===== src/hdl/scb_pkg.sv =====
// shared types and constants for the status byte control parser
`default_nettype none

package scb_pkg;

  // status byte codes
  localparam logic [7:0] STATUS_PRESS   = 8'd128;
  localparam logic [7:0] STATUS_RELEASE = 8'd129;
  localparam logic [7:0] STATUS_TEMPO   = 8'd130;

  // event kinds on the result word
  localparam logic EVENT_BUTTON = 1'b0;
  localparam logic EVENT_TEMPO  = 1'b1;

  // button levels
  localparam logic LEVEL_PRESS   = 1'b0;
  localparam logic LEVEL_RELEASE = 1'b1;

  // data count saturation point
  localparam logic [1:0] COUNT_MAX = 2'd3;

  typedef enum logic [1:0] {
    MSG_IGNORED = 2'd0,
    MSG_PRESS   = 2'd1,
    MSG_RELEASE = 2'd2,
    MSG_TEMPO   = 2'd3
  } msg_t;

  typedef struct packed {
    msg_t        msg;
    logic [1:0]  count;
    logic [13:0] accum;
  } parse_state_t;

  typedef struct packed {
    logic        event_kind;
    logic [6:0]  button_index;
    logic        button_level;
    logic [13:0] tempo_whole;
    logic [6:0]  tempo_hundredths;
  } result_t;

endpackage

`default_nettype wire


===== src/hdl/status_byte_control_parser_unit.sv =====
// top level: input register, byte decode, parser state and result register
//
//   channel  handshake            payload
//   input    in_valid / in_ready  rx_byte
//   output   out_valid/ out_ready event_kind, button_index, button_level,
//                                 tempo_whole, tempo_hundredths
//
// one word per cycle unless the output stalls; a byte is registered on acceptance,
// decoded from the input register, and its result, if any, loads the result register
// reset clears the parser state to the ignored message with zero count and accum
// the decode stage moves only while the result register is empty or being taken,
// so a stalled output holds both stages and in_ready drops once both are full
`default_nettype none

module status_byte_control_parser_unit (
  input  wire logic        clk,
  input  wire logic        rst,
  input  wire logic        in_valid,
  output logic             in_ready,
  input  wire logic [7:0]  rx_byte,
  output logic             out_valid,
  input  wire logic        out_ready,
  output logic             event_kind,
  output logic [6:0]       button_index,
  output logic             button_level,
  output logic [13:0]      tempo_whole,
  output logic [6:0]       tempo_hundredths
);

  logic                  byte_valid;
  logic [7:0]            byte_reg;
  logic                  advance;
  scb_pkg::parse_state_t state;
  scb_pkg::parse_state_t state_next;
  logic                  emit;
  scb_pkg::result_t      result_next;
  scb_pkg::result_t      result;

  // decode stage moves when the result register can take a word
  assign advance  = byte_valid && (!out_valid || out_ready);
  assign in_ready = !byte_valid || advance;

  // input register
  always_ff @(posedge clk) begin
    if (rst) begin
      byte_valid <= 1'b0;
    end else if (in_ready) begin
      byte_valid <= in_valid;
    end
    if (in_ready && in_valid) begin
      byte_reg <= rx_byte;
    end
  end

  scb_decode u_decode (
    .rx_byte    (byte_reg),
    .state_cur  (state),
    .state_next (state_next),
    .emit       (emit),
    .result     (result_next)
  );

  // parser state
  always_ff @(posedge clk) begin
    if (rst) begin
      state <= '{msg: scb_pkg::MSG_IGNORED, count: 2'd0, accum: 14'd0};
    end else if (advance) begin
      state <= state_next;
    end
  end

  // result register
  always_ff @(posedge clk) begin
    if (rst) begin
      out_valid <= 1'b0;
    end else if (advance) begin
      out_valid <= emit;
    end else if (out_ready) begin
      out_valid <= 1'b0;
    end
    if (advance && emit) begin
      result <= result_next;
    end
  end

  assign event_kind       = result.event_kind;
  assign button_index     = result.button_index;
  assign button_level     = result.button_level;
  assign tempo_whole      = result.tempo_whole;
  assign tempo_hundredths = result.tempo_hundredths;

endmodule

`default_nettype wire


===== src/hdl/scb_decode.sv =====
// per-byte decode: next parser state and the optional result word
`default_nettype none

module scb_decode (
  input  wire logic [7:0]           rx_byte,
  input  wire scb_pkg::parse_state_t state_cur,
  output scb_pkg::parse_state_t      state_next,
  output logic                       emit,
  output scb_pkg::result_t           result
);

  logic [1:0] count_inc;
  logic [6:0] data;

  assign data      = rx_byte[6:0];
  assign count_inc = (state_cur.count == scb_pkg::COUNT_MAX) ? state_cur.count
                                                             : state_cur.count + 2'd1;

  always_comb begin
    state_next = state_cur;
    emit       = 1'b0;
    result     = '0;
    if (rx_byte[7]) begin
      // status byte: pick message, clear the data count
      unique case (rx_byte)
        scb_pkg::STATUS_PRESS:   state_next.msg = scb_pkg::MSG_PRESS;
        scb_pkg::STATUS_RELEASE: state_next.msg = scb_pkg::MSG_RELEASE;
        scb_pkg::STATUS_TEMPO:   state_next.msg = scb_pkg::MSG_TEMPO;
        default:                 state_next.msg = scb_pkg::MSG_IGNORED;
      endcase
      state_next.count = 2'd0;
    end else begin
      // data byte: count it, then act on the current message
      state_next.count = count_inc;
      unique case (state_cur.msg)
        scb_pkg::MSG_PRESS, scb_pkg::MSG_RELEASE: begin
          emit                = 1'b1;
          result.event_kind   = scb_pkg::EVENT_BUTTON;
          result.button_index = data;
          result.button_level = (state_cur.msg == scb_pkg::MSG_RELEASE)
                                ? scb_pkg::LEVEL_RELEASE : scb_pkg::LEVEL_PRESS;
        end
        scb_pkg::MSG_TEMPO: begin
          if (count_inc == 2'd1) begin
            // high seven bits of the whole tempo
            state_next.accum = {data, 7'd0};
          end else if (count_inc == 2'd2) begin
            state_next.accum = state_cur.accum + {7'd0, data};
          end else begin
            emit                    = 1'b1;
            result.event_kind       = scb_pkg::EVENT_TEMPO;
            result.tempo_whole      = state_cur.accum;
            result.tempo_hundredths = data;
          end
        end
        default: begin
          // ignored message: counted only
        end
      endcase
    end
  end

endmodule

`default_nettype wire

===== config.mk =====
export PLATFORM = sky130hd
export DESIGN_NAME = status_byte_control_parser_unit
export DESIGN_NICKNAME = d
export VERILOG_FILES = /design/src/hdl/scb_pkg.sv /design/src/hdl/status_byte_control_parser_unit.sv /design/src/hdl/scb_decode.sv
export SDC_FILE = /design/constraint.sdc
export NUM_CORES = 1
export LEC_CHECK = 0
export BUFFER_PORTS_ARGS = -buffer_cell sky130_fd_sc_hd__buf_2
export CAP_MARGIN = 0
export CORE_MARGIN = 1
export CORE_UTILIZATION = 56
export DETAILED_ROUTE_END_ITERATION = 8
export PLACE_DENSITY = 0.84
export RECOVER_POWER = 25
export SLEW_MARGIN = 10
export SYNTH_ARGS = -nofsm -noshare
export SYNTH_HDL_FRONTEND = slang
export SYNTH_SLANG_ARGS = --single-unit

===== constraint.sdc =====
create_clock -name clk -period 4.94 [get_ports clk]
set_clock_uncertainty 0.2 [all_clocks]
set_input_delay 0.247 -clock clk [delete_from_list [all_inputs] [get_ports clk]]
set_output_delay 0.247 -clock clk [all_outputs]
set_load 0.02 [all_outputs]

Word level (Yosys, flattened, before mapping)
Cells that the tools add are included.
{"block": "word_totals", "mem_bits_rw": 0, "inputBits": 12, "n_memories": 0, "ff_bits": 58, "latch_bits": 0, "mem_bits_ro": 0}
{"block": "classes", "n_shift": 0, "mul": 0, "magnitude_cmp": 0, "bitwise_logic": 3, "muxes": 12, "div": 0, "n_reduce_logical": 15, "n_eq_ne": 9, "n_addsub": 2}
{"op": "2-to-1 mux 14 bit", "n": 2}
{"op": "equality test 8 bit (second input constant)", "n": 3}
{"op": "adder 14 x 7 -> 14 bit", "n": 1}
{"op": "equality test 2 bit (second input constant)", "n": 4}
{"op": "2-to-1 mux 1 bit", "n": 6}
{"op": "one-hot mux 2 bit (3 select lines)", "n": 1}
{"op": "OR reduction 2 bit", "n": 3}
{"op": "equality test 2 x 1 -> 1 bit (second input constant)", "n": 2}
{"op": "2-to-1 mux 2 bit", "n": 2}
{"op": "AND reduction 4 bit", "n": 1}
{"op": "nonzero test 2 bit", "n": 2}
{"op": "OR reduction 4 bit", "n": 1}
{"op": "logical AND 1 bit", "n": 3}
{"op": "NOT 1 bit", "n": 3}
{"op": "adder 2 x 1 -> 2 bit (second input constant)", "n": 1}
{"op": "logical NOT 1 bit", "n": 2}
{"op": "logical OR 1 bit", "n": 2}
{"op": "one-hot mux 1 bit (2 select lines)", "n": 1}
{"op": "AND reduction 2 bit", "n": 1}

Longest topological paths before layout
Gate-level depths: netlist of the first run.
{"block": "logic_depth", "ltp_word": 8, "ltp_mapped": 8, "mapped_depth_nobuf": 8}

Modules after synthesis
A second synthesis of the first run with hierarchy kept.
{"block": "unflattened", "hier_cells": 283, "area_unflattened_um2": 3050.4}
{"mod": "status_byte_control_parser_unit", "cells_each": 128, "area_each_um2": 2045.7, "n_inst": 1}
{"mod": "scb_decode", "cells_each": 155, "area_each_um2": 1004.7, "n_inst": 1}

Worst setup path before layout of the first run
Ideal clock, no wire load.
{"block": "synth_path", "path_type": "register -> register", "start": "reg state[17] (netlist name)", "end": "reg result (netlist bit button_index[0]) (enable)", "required_ns": 4.285, "setup_slack_ns": 1.196, "arrival_ns": 3.089, "path_buffers": 0, "path_stages_with_launch": 6, "path_cell_list": "dfxtp_1 -> inv_1 -> ha_1 -> nor2b_1 -> nor2_1 -> nor3_1"}
{"block": "synth_between", "elab_chain_cells": 5, "word_cells_on_any_way": 7, "classes_between": "eq/ne: 3; mux: 2; reduce/logical: 2"}
{"element": "start, declared", "line_no": "status_byte_control_parser_unit.sv:33", "rtl": "scb_pkg::parse_state_t state;"}
{"element": "start signal, assigned", "line_no": "status_byte_control_parser_unit.sv:66", "rtl": "state <= '{msg: scb_pkg::MSG_IGNORED, count: 2'd0, accum: 14'd0};"}
{"element": "start signal, assigned", "line_no": "status_byte_control_parser_unit.sv:68", "rtl": "state <= state_next;"}
{"element": "equality test 2 x 1 -> 1 bit or equality test 2 bit (tied branches)", "line_no": "scb_decode.sv:35", "rtl": "unique case (state_cur.msg)"}
{"element": "OR reduction 2 bit", "line_no": "scb_decode.sv:35"}
{"element": "one-hot mux 1 bit (2 select lines) (*)", "line_no": "scb_decode.sv:35"}
{"element": "2-to-1 mux 1 bit (*)", "line_no": "scb_decode.sv:23", "rtl": "if (rx_byte[7]) begin"}
{"element": "logical AND 1 bit (*)", "line_no": "status_byte_control_parser_unit.sv:81", "rtl": "if (advance && emit) begin"}
{"element": "end signal, assigned", "line_no": "status_byte_control_parser_unit.sv:82", "rtl": "result <= result_next;"}
{"element": "end, declared", "line_no": "status_byte_control_parser_unit.sv:37", "rtl": "scb_pkg::result_t result;"}
Mark *: on every way between the ends. The rest lies on a longest branch, timed or not.
A chain may end at the register's enable or synchronous reset.

Final worst setup path of the first run
{"block": "layout_path", "start": "reg byte_reg[7]", "end": "reg result (netlist bit tempo_whole[3]) (enable)"}
{"block": "layout_between", "elab_chain_cells": 2}
{"element": "start, declared", "line_no": "status_byte_control_parser_unit.sv:31", "rtl": "logic [7:0] byte_reg;"}
{"element": "start signal, assigned", "line_no": "status_byte_control_parser_unit.sv:51", "rtl": "byte_reg <= rx_byte;"}
{"element": "2-to-1 mux 1 bit", "line_no": "scb_decode.sv:23"}
{"element": "logical AND 1 bit", "line_no": "status_byte_control_parser_unit.sv:81"}
No other way between the ends.

==> run summary, run 1 <==
Status - complete, no violations
Max FFs per register - 18
Core Util, Final - 68.8%
Synthesized netlist cell count - 245
Syn Area/Cell - 11.3 um2
Post-Synth XOR/XNOR Area - 0.949%
Seq/Total Area, Yosys - 55.6%
Worst Path Required - 4.76 ns
Period utilization - 55.8%
Share of cells above drive strength 1 - 14.8%
Worst path slowest cell - and3b_1
Flop2flop setup slack - 2.18 ns
CORE AREA - 4750 um2
Post-Syn Area - 2770 um2
Area of the multi-input gates - 1130 um2
Die Area - 5230 um2
Vias in the first global route - 1946
DR vias/cell - 5.50
Post CTS Setup Buffer Count - 0
Combinational Power Share - 3.3%
Setup crit start kind - register
Worst-Margin Slew - 0.668 ns
Critical Path Fanout Max - 23
CTS HTree Levels - 3
Leakage Power - 1.20 nW
Yosys warnings - 0
Fmax - 0.362 GHz
WL/cell - 14.7 um
Synth top area cells - edfxtp_1, dfxtp_1, and2_1
Crit Reg-Reg Startpoint - byte_reg[7]
Area leader, netlist - edfxtp_1
Main combinational cell family by area after synthesis - simple AND/OR/NAND/NOR gates
TritonCTS Buffers - 9
Die Width - 72.3 um
Worst Hold Class - input port to register
Nets - 322
Mux cell area share after synthesis - 1.45%
Global-route wire length before repair - 9030 um
Sw Ratio - 21.1%
FFs w/ async S/R, synth - 0%
Clk pwr share - 43.2%
Worst R2R End - tempo_whole[3]
Final Hold Fails - 0
Max_slew headroom - 55.3%
Min-Delay Endpoint - byte_valid
Post-detailed-route count of antenna-violating nets - 0
Synth Net Count - 268
Clock Latency Late Sink - 0.34 ns
Post-synthesis compound-gate area fraction - 10.9%
GRT overflow - 0
Post-Route WL - 5460 um
TNS Setup - 0 ns
Clk root buf - clkbuf_8
Cts hold-fix bufs - 9
Max-Cap Viols - 0
Total track usage - 23.5%
Peak VDD IR - 0.229 mV
# diodes - 0
CP Buf/Inv Count - 1
Top cell type's share of synthesized area - 41.2%
Die Y - 72.3 um
Initial antenna violation count - 0
Largest net degree at the start of global routing - 30
DRT iter0 DRCs - 131
# resized after CTS - 0
CP top delay family - simple AND/OR/NAND/NOR gates
Detailed-route via count - 2041
# DRC - 0
Hold Crit Depth - 3
Max incr delay on CP - 0.65 ns
FF/Latch Area - 1540 um2
Post-Synth Adder-Cell Area - 5.24%
RSZ-0062 raised after global routing - false
Worst path cell trace - and3b_1 -> nor2_1 -> nor3_2 -> buf_4
GP Congestion - 0.895
Worst setup EP type - register
Minimum clock period - 2.76 ns
NetSw - 0.207 mW
Sequential power share - 53.5%
Layout fillers - 359
# rows - 25
Max Buffers Root-to-Sink - 2
Data arrival, critical path - 2.58 ns
Internal power - 0.775 mW
Setup CP Type - register to register
Pwr Density - 300 nW/um2
DPL Wire Length - 3640 um
Synth-to-Final Area Change - 18.1%
Post-synthesis simple-gate area fraction - 22.1%
Total I/O pin count - 44
IO buf count - 43
Distinct cells, synth - 50
CTS Sinks - 58
Layout Cells excl Fill - 371
DR pass1 iterations - 4
Primary FF master, synth - edfxtp_1
Worst r2r path cells - 4
CTS tree - done
Register bit count reported by yosys - 58
Placed cells - 346
EDFF count, synth - 38
Final setup fails - 0
Min-delay src - out_ready
Clock-pin slew of the registers on the worst-case setup and hold paths - 0.06 ns
Max-slew violations - 0
Starting Density - 58.3%
-- kinds of logic after synthesis --
kind of cell	Yosys count
simple gates	105
flops	58
compound gates	46
buf+inv	18
fa+ha+maj	11
mux	4
xor+xnor	3
-- worst register-to-register path: stages, from the launching register on --
cell and delay (ns):
edfxtp_1 0.48, and3b_1 0.66, nor2_1 0.16, nor3_2 0.54, buf_4 0.40
-- Yosys cell counts (all sizes together) (2+ instances only) --
| library cell | instances |
|---|---|
| a31oi | 4 |
| and3 | 6 |
| nand4b | 3 |
| edfxtp | 38 |
| dfxtp | 20 |
| nor2b | 6 |
| and2 | 30 |
| o22ai | 2 |
| nand3 | 6 |
| nand4 | 2 |
| a211oi | 3 |
| nand2 | 11 |
| ha | 10 |
| a22oi | 2 |
| nor3 | 7 |
| nor4b | 3 |
| nor2 | 15 |
| inv | 7 |
| xnor2 | 3 |
| clkbuf | 8 |
| nand3b | 5 |
| o211ai | 3 |
| a21o | 2 |
| buf | 3 |
| mux2i | 4 |
| o21ai | 6 |
| a21oi | 17 |
| nor4 | 3 |
| o21a | 3 |
-- power groups by stage --
stage / sequential [mW] / clock, mW / combinational [mW]
3_3_place_gp: 0.536 / 0 / 0.0256
4_1_cts: 0.525 / 0.430 / 0.0323
5_1_grt: 0.526 / 0.448 / 0.0359
6_report: 0.526 / 0.424 / 0.0323
3_5_place_dp: 0.536 / 0 / 0.0266
2_1_floorplan: 0.531 / 0 / 0.0203
-- placed cells by master, fill, tap and decap left out, types with 7 or more instances in the layout --
cell type / n
buf_2: 21
nand2_1: 11
dlygate4sd3_1: 9
ha_1: 10
clkbuf_1: 22
inv_1: 7
a21oi_1: 17
clkbuf_8: 10
and2_1: 30
edfxtp_1: 38
dfxtp_1: 20
nor2_1: 15
-- stage by stage --
step | cell area, um2 | power, mW | worst slack, ns | hold slack [ns]
2_1_floorplan | 2770 | 0.552 | 1.20 | 0.146
3_3_place_gp | 3010 | 0.561 | 2.27 | 0.224
3_5_place_dp | 3010 | 0.562 | 2.20 | 0.225
4_1_cts | 3300 | 0.988 | 2.18 | 0.0335
5_1_grt | 3270 | 1.01 | 1.96 | 0.0641
6_report | 3270 | 0.982 | 2.18 | 0.0260
-- layer usage --
layer  vias to the layer above  part of all wire [%]  GRT usage, %
li1                       1010                     -             -
met1                       964                    44          30.4
met2                        57                    49          36.7
met3                        10                   5.2          5.83
met4                         0                   1.6          12.2
met5                         -                     0             0
-- area by class of cell --
cell class	count	share of cell area [%]
Sequential cell	58	47.1
Multi-Input combinational cell	169	34.6
Timing Repair Buffer	54	8.95
Clock buffer	10	4.21
Tap cell	67	2.56
Clock inverter	6	1.72
Inverter	7	0.803
-- how the worst max path moves through the flow --
stage / from / endpoint / cells past startpoint
after CTS: state[17] / tempo_whole[5] / 5
after floorplan: state[17] / button_index[0] / 5
after global placement: byte_reg[7] / tempo_hundredths[6] / 4
after global routing: byte_reg[7] / tempo_hundredths[6] / 4
after detailed placement: state[17] / tempo_hundredths[2] / 5
final: byte_reg[7] / tempo_whole[3] / 4
Power figures use the tool's default switching activity.
==> inputs of run 2 (changes only) <==
==> constraint.sdc (replaced) <==
create_clock -name clk -period 2.8 [get_ports clk]
set_clock_uncertainty 0.2 [all_clocks]
set_input_delay 0.14 -clock clk [delete_from_list [all_inputs] [get_ports clk]]
set_output_delay 0.14 -clock clk [all_outputs]
set_load 0.02 [all_outputs]
==> run summary, run 2 (synthesized netlist as in run 1, its figures left out) <==
Post-route cell area - 3310 um2
Leakage Power - 1.23 nW
CTS Sinks - 58
Starting Density - 58.3%
Worst R2R End - state[8]
Worst setup path startpoint - byte_reg[0]
Nets - 327
Pre-CTS worst setup slack - 0.518 ns
# DRC - 0
Layout Cells excl Fill - 376
Max FFs per register - 18
Worst path slowest cell - edfxtp_1
Worst Slack Setup Final - 0.515 ns
CTS HTree Levels - 3
Clock Latency Late Sink - 0.34 ns
Design Power - 1.72 mW
Setup CP Type - register to register
Max Buffers Root-to-Sink - 2
Commonest non-fill, non-tap cell in the layout - edfxtp_1
Worst setup EP type - register
DPL Wire Length - 3800 um
Peak VDD IR - 0.426 mV
Share of cells above drive strength 1 - 15.5%
Last element of the critical path - state[8]
Worst r2r path cells - 8
Global-route wire length before repair - 9180 um
Placed cells - 350
IO buf count - 43
Fmax - 0.438 GHz
NetSw - 0.374 mW
Max_slew headroom - 65.9%
TritonCTS Buffers - 9
Status - complete, no violations
Pwr Density - 520 nW/um2
Clk root buf - clkbuf_8
Largest net degree at the start of global routing - 30
TNS Setup - 0 ns
Total I/O pin count - 44
DP Area - 3050 um2
Core Util, Final - 69.5%
Die Y - 72.3 um
DR vias/cell - 5.57
CORE AREA - 4750 um2
Die Area - 5230 um2
Final Hold Fails - 0
DR pass1 iterations - 4
Flop2flop setup slack - 0.51 ns
Total track usage - 24.1%
Final setup fails - 0
Clock-pin slew of the registers on the worst-case setup and hold paths - 0.07 ns
Combinational Power Share - 3.6%
Worst Hold Class - input port to register
Critical Path Fanout Max - 6
# diodes - 0
Vias in the first global route - 1986
Synth-to-Final Area Change - 19.3%
Die Width - 72.3 um
Worst-Margin Slew - 0.509 ns
Worst path cell trace - ha_1 -> inv_1 -> fa_1 -> nor2b_1 -> o31a_2 -> o211ai_1 -> mux2i_1 -> o22ai_1
Sw Ratio - 21.7%
RSZ-0062 raised after global routing - false
Period utilization - 81.6%
WL/cell - 15.3 um
Sequential power share - 53.8%
# resized after CTS - 0
GRT overflow - 0
Min Hold Slack - 0.0492 ns
Crit Reg-Reg Startpoint - byte_reg[0]
Max-Cap Viols - 0
Internal power - 1.35 mW
Setup crit start kind - register
# rows - 25
Detailed-route via count - 2094
Minimum clock period - 2.29 ns
Data arrival, critical path - 2.30 ns
DRT iter0 DRCs - 172
Max-slew violations - 0
Initial antenna violation count - 0
GP Congestion - 0.887
Post-Route WL - 5770 um
CTS tree - done
Worst Path Required - 2.81 ns
Max incr delay on CP - 0.47 ns
Commonest non-fill, non-tap cells in the layout - edfxtp_1, and2_1, clkbuf_1
Clk pwr share - 42.6%
Post-detailed-route count of antenna-violating nets - 0
Layout fillers - 360
## run 2: cell types whose count changed in the layout (fill, tap and decap cells not counted)
| cell | delta |
|---|---|
| buf_4 | +4 |
| clkbuf_1 | +3 |
| buf_2 | -2 |
| clkinv_1 | -2 |
| clkinv_2 | +2 |
| clkbuf_8 | -1 |
| clkinv_4 | -1 |
| clkinvlp_4 | +1 |
| dlygate4sd3_1 | +1 |
| nor3_2 | -1 |
| nor3_4 | +1 |
## run 2: how the worst min path moves through the flow
stage	to	start	slack, ns	cells after the start
6_report	state[5]	rst	0.05	2
5_1_grt	state[5]	rst	0.06	2
4_1_cts	state[5]	rst	0.03	2
3_5_place_dp	byte_reg[0]	rx_byte[0]	0.12	1
3_3_place_gp	byte_reg[7]	rx_byte[7]	0.12	1
2_1_floorplan	byte_reg[0]	rx_byte[0]	0.04	0
## run 2: critical path, delay by kind of cell (launching register included)
kind,cells,cell delay (ns)
buf+inv,1,0.08
flops,1,0.47
compound gates,3,0.66
mux,1,0.22
fa+ha+maj,2,0.46
simple gates,1,0.07
## run 2: per-layer routing
layer  global-route usage, %  part of all wire, %  vias up
met2                    38.9                   49       74
met4                    15.7                  3.7        0
li1                        -                    -     1014
met3                    4.86                  5.3       23
met5                       0                    0        -
met1                    29.4                   42      983
## run 2: timing repair
action / 4_1_cts / 5_1_grt
setup buffers: 0 / 0
hold endpoints to repair: 9 / 0
hold buffers: 10 / 0
## run 2: layout make-up
type | count | area [um2] | share of cell area, %
Tap cell | 67 | 83.8 | 2.54
Clock inverter | 6 | 57.6 | 1.74
Sequential cell | 58 | 1540 | 46.6
Clock buffer | 10 | 128 | 3.86
Timing Repair Buffer | 59 | 330 | 9.99
Multi-Input combinational cell | 169 | 1140 | 34.4
Inverter | 7 | 26.3 | 0.795
## run 2: power by group through the flow
| stage | Clock, mW | Combinational, mW | Sequential [mW] |
|---|---|---|---|
| 2_1_floorplan | 0 | 0.0363 | 0.938 |
| 3_3_place_gp | 0 | 0.0484 | 0.944 |
| 3_5_place_dp | 0 | 0.0496 | 0.944 |
| 4_1_cts | 0.739 | 0.0604 | 0.926 |
| 5_1_grt | 0.778 | 0.0678 | 0.927 |
| 6_report | 0.733 | 0.0616 | 0.926 |
==> inputs of run 3 (changes only) <==
==> constraint.sdc (replaced) <==
create_clock -name clk -period 2.3 [get_ports clk]
set_clock_uncertainty 0.2 [all_clocks]
set_input_delay 0.115 -clock clk [delete_from_list [all_inputs] [get_ports clk]]
set_output_delay 0.115 -clock clk [all_outputs]
set_load 0.02 [all_outputs]
==> run summary, run 3 (synthesized netlist as in run 1, its figures left out) <==
Status - complete, no violations
Max FFs per register - 18
WL/cell - 15.6 um
Data arrival, critical path - 2.25 ns
TritonCTS Buffers - 9
Final setup fails - 0
CTS tree - done
DR vias/cell - 5.57
GP Congestion - 0.886
Share of cells above drive strength 1 - 18.9%
Worst r2r path cells - 8
Minimum clock period - 2.23 ns
Fmax - 0.448 GHz
Pwr Density - 602 nW/um2
Worst Path Required - 2.32 ns
CTS HTree Levels - 3
Commonest non-fill, non-tap cell in the layout - edfxtp_1
Setup CP Type - register to register
Max Buffers Root-to-Sink - 2
Total I/O pin count - 44
IO buf count - 43
Die Y - 72.3 um
Total track usage - 24.9%
Worst setup EP type - register
Worst-Margin Slew - 0.481 ns
CP top delay family - adder cells
# diodes - 0
Die Width - 72.3 um
Max-slew violations - 0
Core Util, Final - 71.6%
DP Area - 3130 um2
Starting Density - 58.3%
Leakage Power - 1.26 nW
Worst path cell trace - ha_2 -> inv_1 -> fa_1 -> nor2b_1 -> o31a_2 -> o211ai_1 -> mux2i_1 -> o22ai_1
Peak VDD IR - 0.346 mV
CP Buf/Inv Count - 1
Clock-pin slew of the registers on the worst-case setup and hold paths - 0.07 ns
DPL Wire Length - 3870 um
DR pass1 iterations - 4
Instance count on the critical path - 8
CTS Sinks - 58
Worst Slack Setup Final - 0.0662 ns
GRT overflow - 0
# DRC - 0
CORE AREA - 4750 um2
Placed cells - 356
TNS Setup - 0 ns
Min Hold Slack - 0.0397 ns
Layout Cells excl Fill - 384
Post-Route WL - 6000 um
Setup crit start kind - register
Period utilization - 97.1%
Max_slew headroom - 67.9%
Nets - 335
Commonest non-fill, non-tap cells in the layout - edfxtp_1, and2_1, clkbuf_1
Max-Cap Viols - 0
Clock Latency Late Sink - 0.35 ns
Vias in the first global route - 1971
Max incr delay on CP - 0.40 ns
Pre-CTS worst setup slack - 0.118 ns
Final Hold Fails - 0
Post-detailed-route count of antenna-violating nets - 0
Detailed-route via count - 2137
Largest net degree at the start of global routing - 31
Clk root buf - clkbuf_8
DRT iter0 DRCs - 152
Initial antenna violation count - 0
Critical Path Fanout Max - 5
# rows - 25
Global-route wire length before repair - 9510 um
Die Area - 5230 um2
Worst Hold Class - input port to register
Post-route cell area - 3400 um2
Synth-to-Final Area Change - 22.8%
Design Power - 2.05 mW
Worst path slowest cell - fa_1
Hold Crit Depth - 3
[run 3: cell count changes in the layout (fill, tap and decap cells not counted), sizes merged]
cell         before  now
dlygate4sd3      10   11
clkinvlp          1    0
clkbuf           34   37
clkinv            4    3
buf              25   32
bufinv            1    0
[run 3: power breakdown]
group	internal, mW	switching (mW)	total [mW]
sequential	1.11	0.0102	1.12
combinational	0.0449	0.0485	0.0934
clock	0.443	0.391	0.834
total	1.60	0.450	2.05
[run 3: layout make-up]
| class | instances | area (um2) |
|---|---|---|
| clock buffers | 13 | 159 |
| clock inverters | 3 | 13.8 |
| fillers | 368 | 1350 |
| inverters | 7 | 26.3 |
| multi-input cells | 169 | 1170 |
| flip-flops and latches | 58 | 1540 |
| well taps | 67 | 83.8 |
| repair buffers | 67 | 405 |
[run 3: path summary, 6_finish.rpt]
kind / from / endpoint / slack [ns]
worst min-delay path: out_ready / out_valid / 0.04
worst max register to register: state[0] / state[8] / 0.07
worst min register to register: state[0] / state[0] / 0.29
worst max-delay path: state[0] / state[8] / 0.07
[run 3: what timing repair did]
action / CTS / global route
setup buffers: 0 / 1
resized for setup: 0 / 4
endpoints found under the setup margin: 0 / 4
hold endpoints to repair: 10 / 0
hold buffers: 11 / 0
[run 3: worst min-delay path: cells and delay by family]
kind                   cells  cell delay, ns
buffers and inverters      1            0.08
AND/OR/NAND/NOR            1            0.23
AO/OA/AOI/OAI              1            0.11
[run 3: routing by layer]
layer / up-vias / global-route usage [%] / routed length (um)
met2: 76 / 39.8 / 2990
met4: 0 / 10.7 / 151
met3: 13 / 8.47 / 337
li1: 1032 / - / -
met1: 1016 / 30.7 / 2520
met5: - / 0 / 0
